$ cat config.mk
export PLATFORM = sky130hd
export DESIGN_NAME = double_to_hex_text
export DESIGN_NICKNAME = d
export VERILOG_FILES = /design/src/hw/rtl/dthx_pkg.sv /design/src/hw/rtl/dthx_format.sv /design/src/hw/rtl/dthx_serial.sv /design/src/hw/rtl/double_to_hex_text.sv
export SDC_FILE = /design/constraint.sdc
export NUM_CORES = 1
export LEC_CHECK = 0
export ABC_AREA = 1
export ABC_CLOCK_PERIOD_IN_PS = 8180
export BUFFER_PORTS_ARGS = -buffer_cell sky130_fd_sc_hd__buf_2
export CORE_MARGIN = 2
export CORE_UTILIZATION = 55
export CTS_BUF_LIST = sky130_fd_sc_hd__clkbuf_16
export CTS_CLUSTER_DIAMETER = 60
export DETAILED_ROUTE_END_ITERATION = 8
export PLACE_DENSITY = 0.71
export SYNTH_ARGS = -nofsm -noshare
export SYNTH_HDL_FRONTEND = slang
export SYNTH_SLANG_ARGS = --single-unit
$ cat constraint.sdc
create_clock -name clk -period 8.18 [get_ports clk]
set_input_delay 2.454 -clock clk [delete_from_list [all_inputs] [get_ports clk]]
set_output_delay 2.454 -clock clk [all_outputs]
set_load 0.05 [all_outputs]
$ cat src/hw/rtl/dthx_pkg.sv
// shared types, character codes and helpers for the double to hex text formatter
package dthx_pkg;

  localparam int FracDigits = 13;
  localparam int FracBits   = 4 * FracDigits;

  localparam logic [10:0] EXP_ALL_ONES = 11'h7FF;
  localparam logic [10:0] EXP_BIAS     = 11'd1023;
  localparam logic [9:0]  EXP_SUB_MAG  = 10'd1022;

  localparam logic [6:0] CH_MINUS = 7'h2D;
  localparam logic [6:0] CH_PLUS  = 7'h2B;
  localparam logic [6:0] CH_ZERO  = 7'h30;
  localparam logic [6:0] CH_ONE   = 7'h31;
  localparam logic [6:0] CH_X     = 7'h78;
  localparam logic [6:0] CH_DOT   = 7'h2E;
  localparam logic [6:0] CH_P     = 7'h50;

  localparam logic [3:0] NAN_LAST_IDX = 4'd2;
  localparam logic [3:0] INF_LAST_IDX = 4'd7;

  typedef enum logic [1:0] {
    KIND_NUM,
    KIND_NAN,
    KIND_INF
  } kind_t;

  typedef enum logic [3:0] {
    PH_IDLE,
    PH_SIGN,
    PH_ZERO,
    PH_X,
    PH_LEAD,
    PH_DOT,
    PH_FRAC,
    PH_P,
    PH_ESIGN,
    PH_ETH,
    PH_EHU,
    PH_ETE,
    PH_EUN,
    PH_NAN,
    PH_INF
  } phase_t;

  // everything the serializer needs to spell out one value
  typedef struct packed {
    kind_t               kind;
    logic                neg;
    logic                lead;
    logic [FracBits-1:0] frac;
    logic [3:0]          kept;
    logic                exp_neg;
    logic                exp_th;
    logic [3:0]          exp_hu;
    logic [6:0]          exp_lo;
    logic [2:0]          exp_ndig;
  } fmt_t;

  function automatic logic [6:0] hex_char(input logic [3:0] d);
    if (d < 4'd10) begin
      hex_char = CH_ZERO | {3'b000, d};
    end else begin
      hex_char = 7'h37 + {3'b000, d};
    end
  endfunction

  function automatic logic [6:0] nan_char(input logic [3:0] idx);
    case (idx)
      4'd0:    nan_char = 7'h4E;
      4'd1:    nan_char = 7'h61;
      default: nan_char = 7'h4E;
    endcase
  endfunction

  function automatic logic [6:0] inf_char(input logic [3:0] idx);
    case (idx)
      4'd0:    inf_char = 7'h69;
      4'd1:    inf_char = 7'h6E;
      4'd2:    inf_char = 7'h66;
      4'd3:    inf_char = 7'h69;
      4'd4:    inf_char = 7'h6E;
      4'd5:    inf_char = 7'h69;
      4'd6:    inf_char = 7'h74;
      default: inf_char = 7'h79;
    endcase
  endfunction

endpackage

$ cat src/hw/rtl/dthx_format.sv
// splits a double into the fields of its hex text: kind, digits, trim count, exponent digits
module dthx_format (
  input  logic [63:0]         value_bits,
  output dthx_pkg::fmt_t      fmt
);
  import dthx_pkg::*;

  logic        sign;
  logic [10:0] expf;
  logic [51:0] frac;
  logic [9:0]  mag;
  logic        e_neg;
  logic        th;
  logic [9:0]  rem;
  logic [15:0] hu_prod;
  logic [3:0]  hu;
  logic [9:0]  hu_x;
  logic [3:0]  kept;

  assign sign = value_bits[63];
  assign expf = value_bits[62:52];
  assign frac = value_bits[51:0];

  // unbiased exponent magnitude, subnormals pinned at -1022
  always_comb begin
    if (expf == 11'd0) begin
      mag   = EXP_SUB_MAG;
      e_neg = 1'b1;
    end else if (expf >= EXP_BIAS) begin
      mag   = 10'(expf - EXP_BIAS);
      e_neg = 1'b0;
    end else begin
      mag   = 10'(EXP_BIAS - expf);
      e_neg = 1'b1;
    end
  end

  // decimal split: magnitude never exceeds 1024 (1023 for finite values) so the thousands digit is 0 or 1
  assign th      = mag >= 10'd1000;
  assign rem     = th ? 10'(mag - 10'd1000) : mag;
  assign hu_prod = 16'(rem) * 16'd41;
  assign hu      = hu_prod[15:12];
  assign hu_x    = 10'(hu) * 10'd100;

  // trailing zero trim, at least one digit stays
  always_comb begin
    kept = 4'd1;
    for (int i = 0; i < FracDigits; i++) begin
      if (frac[FracBits-1-4*i -: 4] != 4'd0) begin
        kept = 4'(i + 1);
      end
    end
  end

  always_comb begin
    if (expf == EXP_ALL_ONES) begin
      fmt.kind = (frac != 52'd0) ? KIND_NAN : KIND_INF;
    end else begin
      fmt.kind = KIND_NUM;
    end
    fmt.neg      = sign;
    fmt.lead     = expf != 11'd0;
    fmt.frac     = frac;
    fmt.kept     = kept;
    fmt.exp_neg  = e_neg;
    fmt.exp_th   = th;
    fmt.exp_hu   = hu;
    fmt.exp_lo   = 7'(rem - hu_x);
    if (th) begin
      fmt.exp_ndig = 3'd4;
    end else if (mag >= 10'd100) begin
      fmt.exp_ndig = 3'd3;
    end else if (mag >= 10'd10) begin
      fmt.exp_ndig = 3'd2;
    end else begin
      fmt.exp_ndig = 3'd1;
    end
  end

endmodule

$ cat src/hw/rtl/dthx_serial.sv
// character sequencer and output register: walks the text of one value a character a cycle while the receiver accepts
module dthx_serial (
  input  logic             clk,
  input  logic             rst,
  input  dthx_pkg::fmt_t   fmt,
  input  logic             fmt_valid,
  output logic             fmt_take,
  output logic             m_tvalid,
  input  logic             m_tready,
  output logic [7:0]       m_tdata,   // [6:0] text_char, [7] zero
  output logic             m_tlast    // last_char
);
  import dthx_pkg::*;

  phase_t              phase;
  phase_t              phase_next;
  phase_t              start_phase;
  fmt_t                item;
  logic [FracBits-1:0] frac_sh;
  logic [3:0]          fcount;
  logic [3:0]          sidx;

  logic                advance;
  logic                emit;
  logic                cur_last;
  logic [6:0]          cur_char;
  logic                load;
  logic [14:0]         lo_prod;
  logic [3:0]          tens;
  logic [6:0]          ten_x;
  logic [3:0]          units;

  // tens and units of the low two exponent digits
  assign lo_prod = 15'(item.exp_lo) * 15'd205;
  assign tens    = lo_prod[14:11];
  assign ten_x   = 7'({tens, 3'b000}) + 7'({tens, 1'b0});
  assign units   = 4'(item.exp_lo - ten_x);

  assign advance  = !m_tvalid || m_tready;
  assign emit     = phase != PH_IDLE;
  assign fmt_take = advance && (!emit || cur_last);
  assign load     = fmt_take && fmt_valid;

  always_comb begin
    unique case (fmt.kind)
      KIND_NAN: start_phase = PH_NAN;
      KIND_INF: start_phase = fmt.neg ? PH_SIGN : PH_INF;
      default:  start_phase = fmt.neg ? PH_SIGN : PH_ZERO;
    endcase
  end

  always_comb begin
    cur_char   = CH_ZERO;
    cur_last   = 1'b0;
    phase_next = phase;
    unique case (phase)
      PH_IDLE: begin
        phase_next = PH_IDLE;
      end
      PH_SIGN: begin
        cur_char   = CH_MINUS;
        phase_next = (item.kind == KIND_INF) ? PH_INF : PH_ZERO;
      end
      PH_ZERO: begin
        cur_char   = CH_ZERO;
        phase_next = PH_X;
      end
      PH_X: begin
        cur_char   = CH_X;
        phase_next = PH_LEAD;
      end
      PH_LEAD: begin
        cur_char   = item.lead ? CH_ONE : CH_ZERO;
        phase_next = PH_DOT;
      end
      PH_DOT: begin
        cur_char   = CH_DOT;
        phase_next = PH_FRAC;
      end
      PH_FRAC: begin
        cur_char   = hex_char(frac_sh[FracBits-1 -: 4]);
        phase_next = (fcount == 4'd1) ? PH_P : PH_FRAC;
      end
      PH_P: begin
        cur_char   = CH_P;
        phase_next = PH_ESIGN;
      end
      PH_ESIGN: begin
        cur_char = item.exp_neg ? CH_MINUS : CH_PLUS;
        case (item.exp_ndig)
          3'd4:    phase_next = PH_ETH;
          3'd3:    phase_next = PH_EHU;
          3'd2:    phase_next = PH_ETE;
          default: phase_next = PH_EUN;
        endcase
      end
      PH_ETH: begin
        cur_char   = CH_ZERO | {6'd0, item.exp_th};
        phase_next = PH_EHU;
      end
      PH_EHU: begin
        cur_char   = hex_char(item.exp_hu);
        phase_next = PH_ETE;
      end
      PH_ETE: begin
        cur_char   = hex_char(tens);
        phase_next = PH_EUN;
      end
      PH_EUN: begin
        cur_char   = hex_char(units);
        cur_last   = 1'b1;
        phase_next = PH_IDLE;
      end
      PH_NAN: begin
        cur_char   = nan_char(sidx);
        cur_last   = sidx == NAN_LAST_IDX;
        phase_next = cur_last ? PH_IDLE : PH_NAN;
      end
      PH_INF: begin
        cur_char   = inf_char(sidx);
        cur_last   = sidx == INF_LAST_IDX;
        phase_next = cur_last ? PH_IDLE : PH_INF;
      end
      default: begin
        phase_next = PH_IDLE;
      end
    endcase
  end

  always_ff @(posedge clk) begin
    if (rst) begin
      phase    <= PH_IDLE;
      m_tvalid <= 1'b0;
    end else if (advance) begin
      m_tvalid <= emit;
      if (load) begin
        phase <= start_phase;
      end else begin
        phase <= phase_next;
      end
    end
  end

  always_ff @(posedge clk) begin
    if (advance) begin
      if (emit) begin
        m_tdata <= {1'b0, cur_char};
        m_tlast <= cur_last;
      end
      if (load) begin
        item    <= fmt;
        frac_sh <= fmt.frac;
        fcount  <= fmt.kept;
        sidx    <= 4'd0;
      end else begin
        if (phase == PH_FRAC) begin
          frac_sh <= {frac_sh[FracBits-5:0], 4'd0};
          fcount  <= fcount - 4'd1;
        end
        if (phase == PH_NAN || phase == PH_INF) begin
          sidx <= sidx + 4'd1;
        end
      end
    end
  end

  a_frac_count: assert property (@(posedge clk) disable iff (rst)
    phase == PH_FRAC |-> (fcount != 4'd0 && fcount <= 4'd13))
    else $error("fraction digit count out of range");

  a_text_index: assert property (@(posedge clk) disable iff (rst)
    (phase == PH_NAN |-> sidx <= NAN_LAST_IDX) and (phase == PH_INF |-> sidx <= INF_LAST_IDX))
    else $error("special text index past its end");

  a_emit_valid: assert property (@(posedge clk) disable iff (rst)
    (advance && emit) |=> m_tvalid)
    else $error("emitted character not presented");

  a_end_idle: assert property (@(posedge clk) disable iff (rst)
    (advance && emit && cur_last && !load) |=> phase == PH_IDLE)
    else $error("sequencer did not stop after last character");

endmodule

$ cat src/hw/rtl/double_to_hex_text.sv
// top level: formats IEEE 754 doubles as hexadecimal ascii text, one character per transaction
//
// input channel s_*: one transaction carries the 64 raw bits of a double.
// output channel m_*: one transaction per character; m_tlast marks the final
// character of a value's text. a value yields 3 to 24 characters.
// text: optional '-', "0x", leading digit, '.', upper-case fraction digits with
// trailing zeros trimmed (one kept), 'P', exponent sign and decimal exponent;
// NaN gives "NaN", infinities give "infinity" or "-infinity".
// path: the first character passes the input register, the sequencer state and the
// output register before it is presented; the rest follow one per cycle while accepted.
// throughput: one character per cycle while the receiver accepts, set by the single
// output port; the next value's text follows the last character of the previous
// one without a gap when the next value already waits in the input register.
// an input register holds the next value while the current one is spelled out.
// reset: rst clears the input and output valid flags and the sequencer.
// when the receiver stalls the current character holds and the sequencer waits;
// the input side stalls once its register is full.
module double_to_hex_text (
  input  logic        clk,
  input  logic        rst,
  input  logic        s_tvalid,
  output logic        s_tready,
  input  logic [63:0] s_tdata,   // [63:0] value_bits
  output logic        m_tvalid,
  input  logic        m_tready,
  output logic [7:0]  m_tdata,   // [6:0] text_char, [7] zero
  output logic        m_tlast    // last_char
);
  import dthx_pkg::*;

  logic        in_valid;
  logic [63:0] in_bits;
  fmt_t        fmt;
  logic        fmt_take;

  assign s_tready = !in_valid || fmt_take;

  always_ff @(posedge clk) begin
    if (rst) begin
      in_valid <= 1'b0;
    end else if (s_tready) begin
      in_valid <= s_tvalid;
    end
  end

  always_ff @(posedge clk) begin
    if (s_tready && s_tvalid) begin
      in_bits <= s_tdata;
    end
  end

  dthx_format u_format (
    .value_bits (in_bits),
    .fmt        (fmt)
  );

  dthx_serial u_serial (
    .clk       (clk),
    .rst       (rst),
    .fmt       (fmt),
    .fmt_valid (in_valid),
    .fmt_take  (fmt_take),
    .m_tvalid  (m_tvalid),
    .m_tready  (m_tready),
    .m_tdata   (m_tdata),
    .m_tlast   (m_tlast)
  );

endmodule

==> results of run 1 <==
==> flip-flops by register name, summed over array words and instances (netlist names) <==
signal,flops
in_bits,64
u_serial.frac_sh,52
u_serial.item,19
u_serial.m_tdata,7
u_serial.fcount,4
u_serial.phase,4
u_serial.sidx,4
in_valid,1
u_serial.m_tlast,1
u_serial.m_tvalid,1
==> cells in the final DEF (no fill, tap or decap), types with 19 or more instances in the layout <==
master    count
a21oi_1      26
buf_2        77
edfxtp_1    151
ha_1         88
inv_1       166
nand2_1     211
nand2_2      23
nand3_1      36
nand4_1      19
nor2_1       68
o21ai_0      71
==> worst max-delay path: cells and delay by family, from the launching register on <==
kind | cells | cell delay [ns]
xor gates and xnor gates | 3 | 0.49
AOI/OAI and AO/OA | 6 | 1.73
and+or+nand+nor | 12 | 1.15
buffers and inverters | 6 | 0.39
adders and majority gates | 7 | 2.14
DFF | 1 | 0.44
==> worst min path at each step <==
stage,endpoint
final,u_serial.frac_sh[46]
after detailed placement,u_serial.frac_sh[46]
after global routing,u_serial.frac_sh[6]
after global placement,u_serial.frac_sh[6]
after floorplan,u_serial.frac_sh[16]
after CTS,u_serial.frac_sh[6]
==> kinds of logic after synthesis <==
group,Yosys count
AO/OA/AOI/OAI,132
buffers and inverters,189
flip-flops,157
other,1
XOR/XNOR,20
AND/OR/NAND/NOR,402
adder cells (fa/ha/maj),101
==> stage by stage <==
step           area (um^2)   util  setup WS, ns  std cells  hold WS [ns]
3_5_place_dp         10200  0.595          1.54       1293         0.503
6_report             10800  0.631          1.59       1324         0.515
5_1_grt              10800  0.631         0.882       1324         0.542
2_1_floorplan         9540      -          1.15       1002         0.494
3_3_place_gp         10200  0.595          1.82       1293         0.499
4_1_cts              10800  0.631          1.54       1324         0.517
==> cell type report <==
cell class              instances  area, um^2
fillers                      1419        6320
flip-flops and latches        157        4650
multi-input cells             656        4180
inverters                     175         657
clock buffers                  17         425
repair buffers                 80         408
well taps                     225         282
clock inverters                14         191
==> routing by layer <==
| metal | GRT usage | vias to the layer above |
|---|---|---|
| met1 | 0.290 | 3154 |
| met5 | 0 | - |
| met4 | 0.0590 | 0 |
| li1 | - | 3523 |
| met3 | 0.0445 | 26 |
| met2 | 0.336 | 141 |
==> impl_metrics.json, run 1 <==
{
  "status": "completed",
  "seq_area_frac_synth": 0.488,
  "yosys-top-cells-count": "211 x nand2_1, 166 x inv_1, 151 x edfxtp_1",
  "io_pins": 79,
  "setup_viol": 0,
  "numCtsBuffers": 17,
  "clk_pin_slew_ns": 0.06,
  "rows": 48,
  "fin_skew_ns": 0.00899,
  "core_area_um2": 17100,
  "vias_per_cell": 5.17,
  "hold_viol": 0,
  "finalNetCount": 1256,
  "yosys_warnings": 0,
  "synth_xor_area_frac": 0.0199,
  "top_layer_used": "met4",
  "yosysMostFrequentCell": "nand2_1",
  "min-delay-start": "u_serial.frac_sh[42]",
  "vias": 6844,
  "holdBufCountCts": 0,
  "crit_top_cell": "ha_1",
  "port_buffers": 77,
  "grt_pass1_vias": 6589,
  "start_util": 0.557,
  "die_w_um": 136,
  "die_area_um2": 18400,
  "netlist_top_cells_area": "edfxtp_1 48%, ha_1 12%, nand2_1 8.3%",
  "path_max_fanout": 9,
  "layout-area-overhead-vs-synth_pct": 13.1,
  "synth-edff-count": 151,
  "r2r_setup_slack_ns": 1.59,
  "gp_congestion": 0.885,
  "postCtsSetupRepairBufs": 0,
  "layout-drive-gt1-share": 0.151,
  "whs_path_depth": 2,
  "cp.arrival_ns": 6.77,
  "grt_pass1_wl_um": 30300,
  "cp-start-kind": "register",
  "htree_levels": 4,
  "wl_met2_um": 8270,
  "clockRootBuffer": "clkbuf_16",
  "slew-limit-headroom": 0.416,
  "ant_nets": 0,
  "tightest_slew_ns": 0.876,
  "synth-simple-area-share": 0.194,
  "synth-adder-area-share": 0.143,
  "drtIter0Drc": 399,
  "hpwl_um": 13500,
  "dr.pass1.iters": 5,
  "synth_top_family_by_area": "simple AND/OR/NAND/NOR gates",
  "yosys.area.top_type": "edfxtp_1",
  "syn_avg_cell_area_um2": 9.52,
  "grt_max_degree": 98,
  "muxShareOfSynthArea": 0,
  "insertion_delay_ns": 0.42,
  "cts_sinks": 157,
  "cap_violations": 0,
  "ys_ff_latch": 157,
  "period_share": 0.806,
  "gr-usage-all-layers": 0.210,
  "cts_resized": 0,
  "worstSetupEndpointType": "register",
  "finalSetupTns_ns": 0,
  "netlist_area_um2": 9540,
  "wl_met1_um": 8520,
  "cp.required_ns": 8.36,
  "cts.path.max_buffers": 2,
  "die_h_um": 136,
  "drc": 0,
  "slowest_stage": "a221oi_1",
  "r2r-start": "in_bits[52]",
  "synthArstFlopShare": 0,
  "ys.flop_type": "edfxtp_1",
  "fmax_ghz": 0.152,
  "slowest_delay_ns": 0.55,
  "synth_compound_area_frac": 0.0792,
  "synth_cells": 1002,
  "antennaDiodeCount": 0,
  "period_minus_slack_ns": 6.59,
  "cp-endpoint": "u_serial.item[9]",
  "rsz0062_at_grt": "no",
  "synth_cell_type_count": 49,
  "overflow": 0,
  "routed-wl-met3_um": 791,
  "reg2reg_to": "u_serial.item[9]",
  "r2r_cells": 34,
  "startpoint": "in_bits[52]",
  "finalWirelength_um": 17900,
  "hp-class": "reg -> reg",
  "routedWlPerCell_um": 13.5,
  "synth_top_area_frac": 0.475,
  "syn-num-nets": 1171,
  "report.final.slew_viol_count": 0,
  "cts_tree": "built",
  "antenna_found_initial": 0,
  "crit_type": "reg -> reg"
}
Power of run 1 is left out: the tool's default activity adds up to more than one toggle a clock period on the data nets, which glitch-free logic cannot reach.
==> run 2, diff against run 1 <==
--- a/config.mk
+++ b/config.mk
@@ -6,14 +6,14 @@
 export NUM_CORES = 1
 export LEC_CHECK = 0
 export ABC_AREA = 1
-export ABC_CLOCK_PERIOD_IN_PS = 8180
+export ABC_CLOCK_PERIOD_IN_PS = 5450
 export BUFFER_PORTS_ARGS = -buffer_cell sky130_fd_sc_hd__buf_2
 export CORE_MARGIN = 2
 export CORE_UTILIZATION = 55
 export CTS_BUF_LIST = sky130_fd_sc_hd__clkbuf_16
 export CTS_CLUSTER_DIAMETER = 60
 export DETAILED_ROUTE_END_ITERATION = 8
-export PLACE_DENSITY = 0.71
+export PLACE_DENSITY = 0.74
 export SYNTH_ARGS = -nofsm -noshare
 export SYNTH_HDL_FRONTEND = slang
 export SYNTH_SLANG_ARGS = --single-unit
==> constraint.sdc (replaced) <==
create_clock -name clk -period 5.45 [get_ports clk]
set_input_delay 1.635 -clock clk [delete_from_list [all_inputs] [get_ports clk]]
set_output_delay 1.635 -clock clk [all_outputs]
set_load 0.05 [all_outputs]
==> run 2 against run 1 <==
The run now ends with setup timing left. Clock skew up 0.0034 ns. Core utilization up 4.0 points. Non-clock buffer count up 70. Highest routed layer unchanged. Design area up 6.4%. Critical endpoint unchanged. Register-to-register slack worse by 1.7 ns. Hold slack better by 0.0017 ns. First-iteration DRC count down 6.5%. Critical path depth up 3.
==> impl_metrics.json, run 2 (synthesis results as in run 1) <==
{
  "status": "complete, but fails checks",
  "violations": "setup timing",
  "reg2reg_to": "u_serial.item[9]",
  "r2r-start": "in_bits[52]",
  "cp.arrival_ns": 5.77,
  "hold_viol": 0,
  "grt_max_degree": 65,
  "period_share": 1.03,
  "die_area_um2": 18400,
  "htree_levels": 4,
  "use_met3": 0.0363,
  "start_util": 0.557,
  "cts_tree": "built",
  "slew-limit-headroom": 0.474,
  "ant_nets": 0,
  "clockRootBuffer": "clkbuf_16",
  "vias": 7080,
  "insertion_delay_ns": 0.43,
  "cp.required_ns": 5.63,
  "holdBufCountCts": 0,
  "gp_congestion": 0.930,
  "gr-usage-all-layers": 0.214,
  "finalSetupTns_ns": -0.140,
  "hp-class": "reg -> reg",
  "slowest_delay_ns": 0.48,
  "multiInputGateArea_um2": 4370,
  "hpwl_um": 14000,
  "grt_pass1_vias": 6713,
  "slowest_stage": "fa_1",
  "min_to": "u_serial.frac_sh[42]",
  "setup_slack_ns": -0.140,
  "period_minus_slack_ns": 5.59,
  "numCtsBuffers": 17,
  "busiest_layer": "met2",
  "fin_skew_ns": 0.0124,
  "io_pins": 79,
  "worstSetupEndpointType": "register",
  "finalNetCount": 1326,
  "cts.path.max_buffers": 2,
  "routedWlPerCell_um": 13.3,
  "cap_violations": 0,
  "rsz0062_at_grt": "yes",
  "antenna_found_initial": 0,
  "layout-drive-gt1-share": 0.229,
  "vias_per_cell": 5.08,
  "crit_top_cell": "nand2_2",
  "fmax_ghz": 0.179,
  "drtIter0Drc": 373,
  "report.final.slew_viol_count": 0,
  "seqCellArea_um2": 4650,
  "overflow": 0,
  "reg.largest.list": "in_bits (64), u_serial.frac_sh (52), u_serial.item (19)",
  "rows": 48,
  "die_w_um": 136,
  "die_h_um": 136,
  "finalWirelength_um": 18500,
  "fillers": 1324,
  "min-delay-start": "u_serial.frac_sh[38]",
  "layout-area-overhead-vs-synth_pct": 20.4,
  "crit_type": "reg -> reg",
  "r2r_setup_slack_ns": -0.14,
  "whs_path_depth": 2,
  "top_register": "in_bits",
  "core_area_um2": 17100,
  "clk_pin_slew_ns": 0.06,
  "met2_usage": 0.354,
  "final_cell_mix": "206 x nand2_1, 164 x inv_1, 151 x edfxtp_1, 79 x ha_1, 77 x buf_2",
  "holdWs_ns": 0.517,
  "dr.pass1.iters": 5,
  "grt_pass1_wl_um": 30700,
  "antennaDiodeCount": 0,
  "r2r_cells": 37,
  "layout_commonest_cell": "nand2_1",
  "tightest_slew_ns": 0.789,
  "cts_sinks": 157,
  "setup_viol": 1,
  "cp-start-kind": "register",
  "grtUsageMet1": 0.287,
  "port_buffers": 77,
  "drc": 0,
  "largest_reg_flops": 64,
  "path_max_fanout": 7
}
==> run 2: area by class of cell <==
cell class | instances | share of cell area
Clock buffer | 17 | 0.0370
Tap cell | 225 | 0.0245
Timing Repair Buffer | 150 | 0.0813
Inverter | 175 | 0.0572
Clock inverter | 15 | 0.0143
Multi-Input combinational cell | 656 | 0.381
Sequential cell | 157 | 0.405
==> run 2: metal layers <==
layer	wire, um	part of all wire
met2	8790	0.48
met5	0	0
met4	240	0.013
met1	8700	0.47
met3	760	0.041
==> run 2: critical path: cells and delay by family, from the launching register on <==
| family | cells | cell delay [ns] |
|---|---|---|
| buf+inv | 6 | 0.33 |
| fa+ha+maj | 6 | 1.76 |
| simple gates | 15 | 1.36 |
| compound gates | 7 | 1.01 |
| flops | 1 | 0.35 |
| xor+xnor | 3 | 0.50 |
==> run 2: what timing repair did <==
action	4_1_cts	5_1_grt
setup endpoints to repair	1	2
resized for setup	6	2
setup buffers	3	0
hold endpoints to repair	0	0
pin swaps	19	4
==> run 2: how the worst max path moves through the flow <==
stage | start | endpoint | cells past startpoint
5_1_grt | in_bits[52] | u_serial.item[9] | 41
2_1_floorplan | in_bits[52] | u_serial.item[9] | 37
4_1_cts | in_bits[52] | u_serial.item[9] | 41
3_3_place_gp | in_bits[53] | u_serial.item[9] | 37
3_5_place_dp | in_bits[52] | u_serial.item[9] | 39
6_report | in_bits[52] | u_serial.item[9] | 37
==> run 2: through the flow <==
step                      setup slack, ns  cell area [um^2]   util  cells
after floorplan                   -0.0267              9700      -   1002
after global placement             -0.109             10800  0.633   1360
after detailed placement           -0.291             10800  0.633   1360
after CTS                          -0.128             11500  0.671   1395
after global routing               -0.599             11500  0.671   1395
final                              -0.140             11500  0.671   1395
Power of run 2 is left out for the same reason.
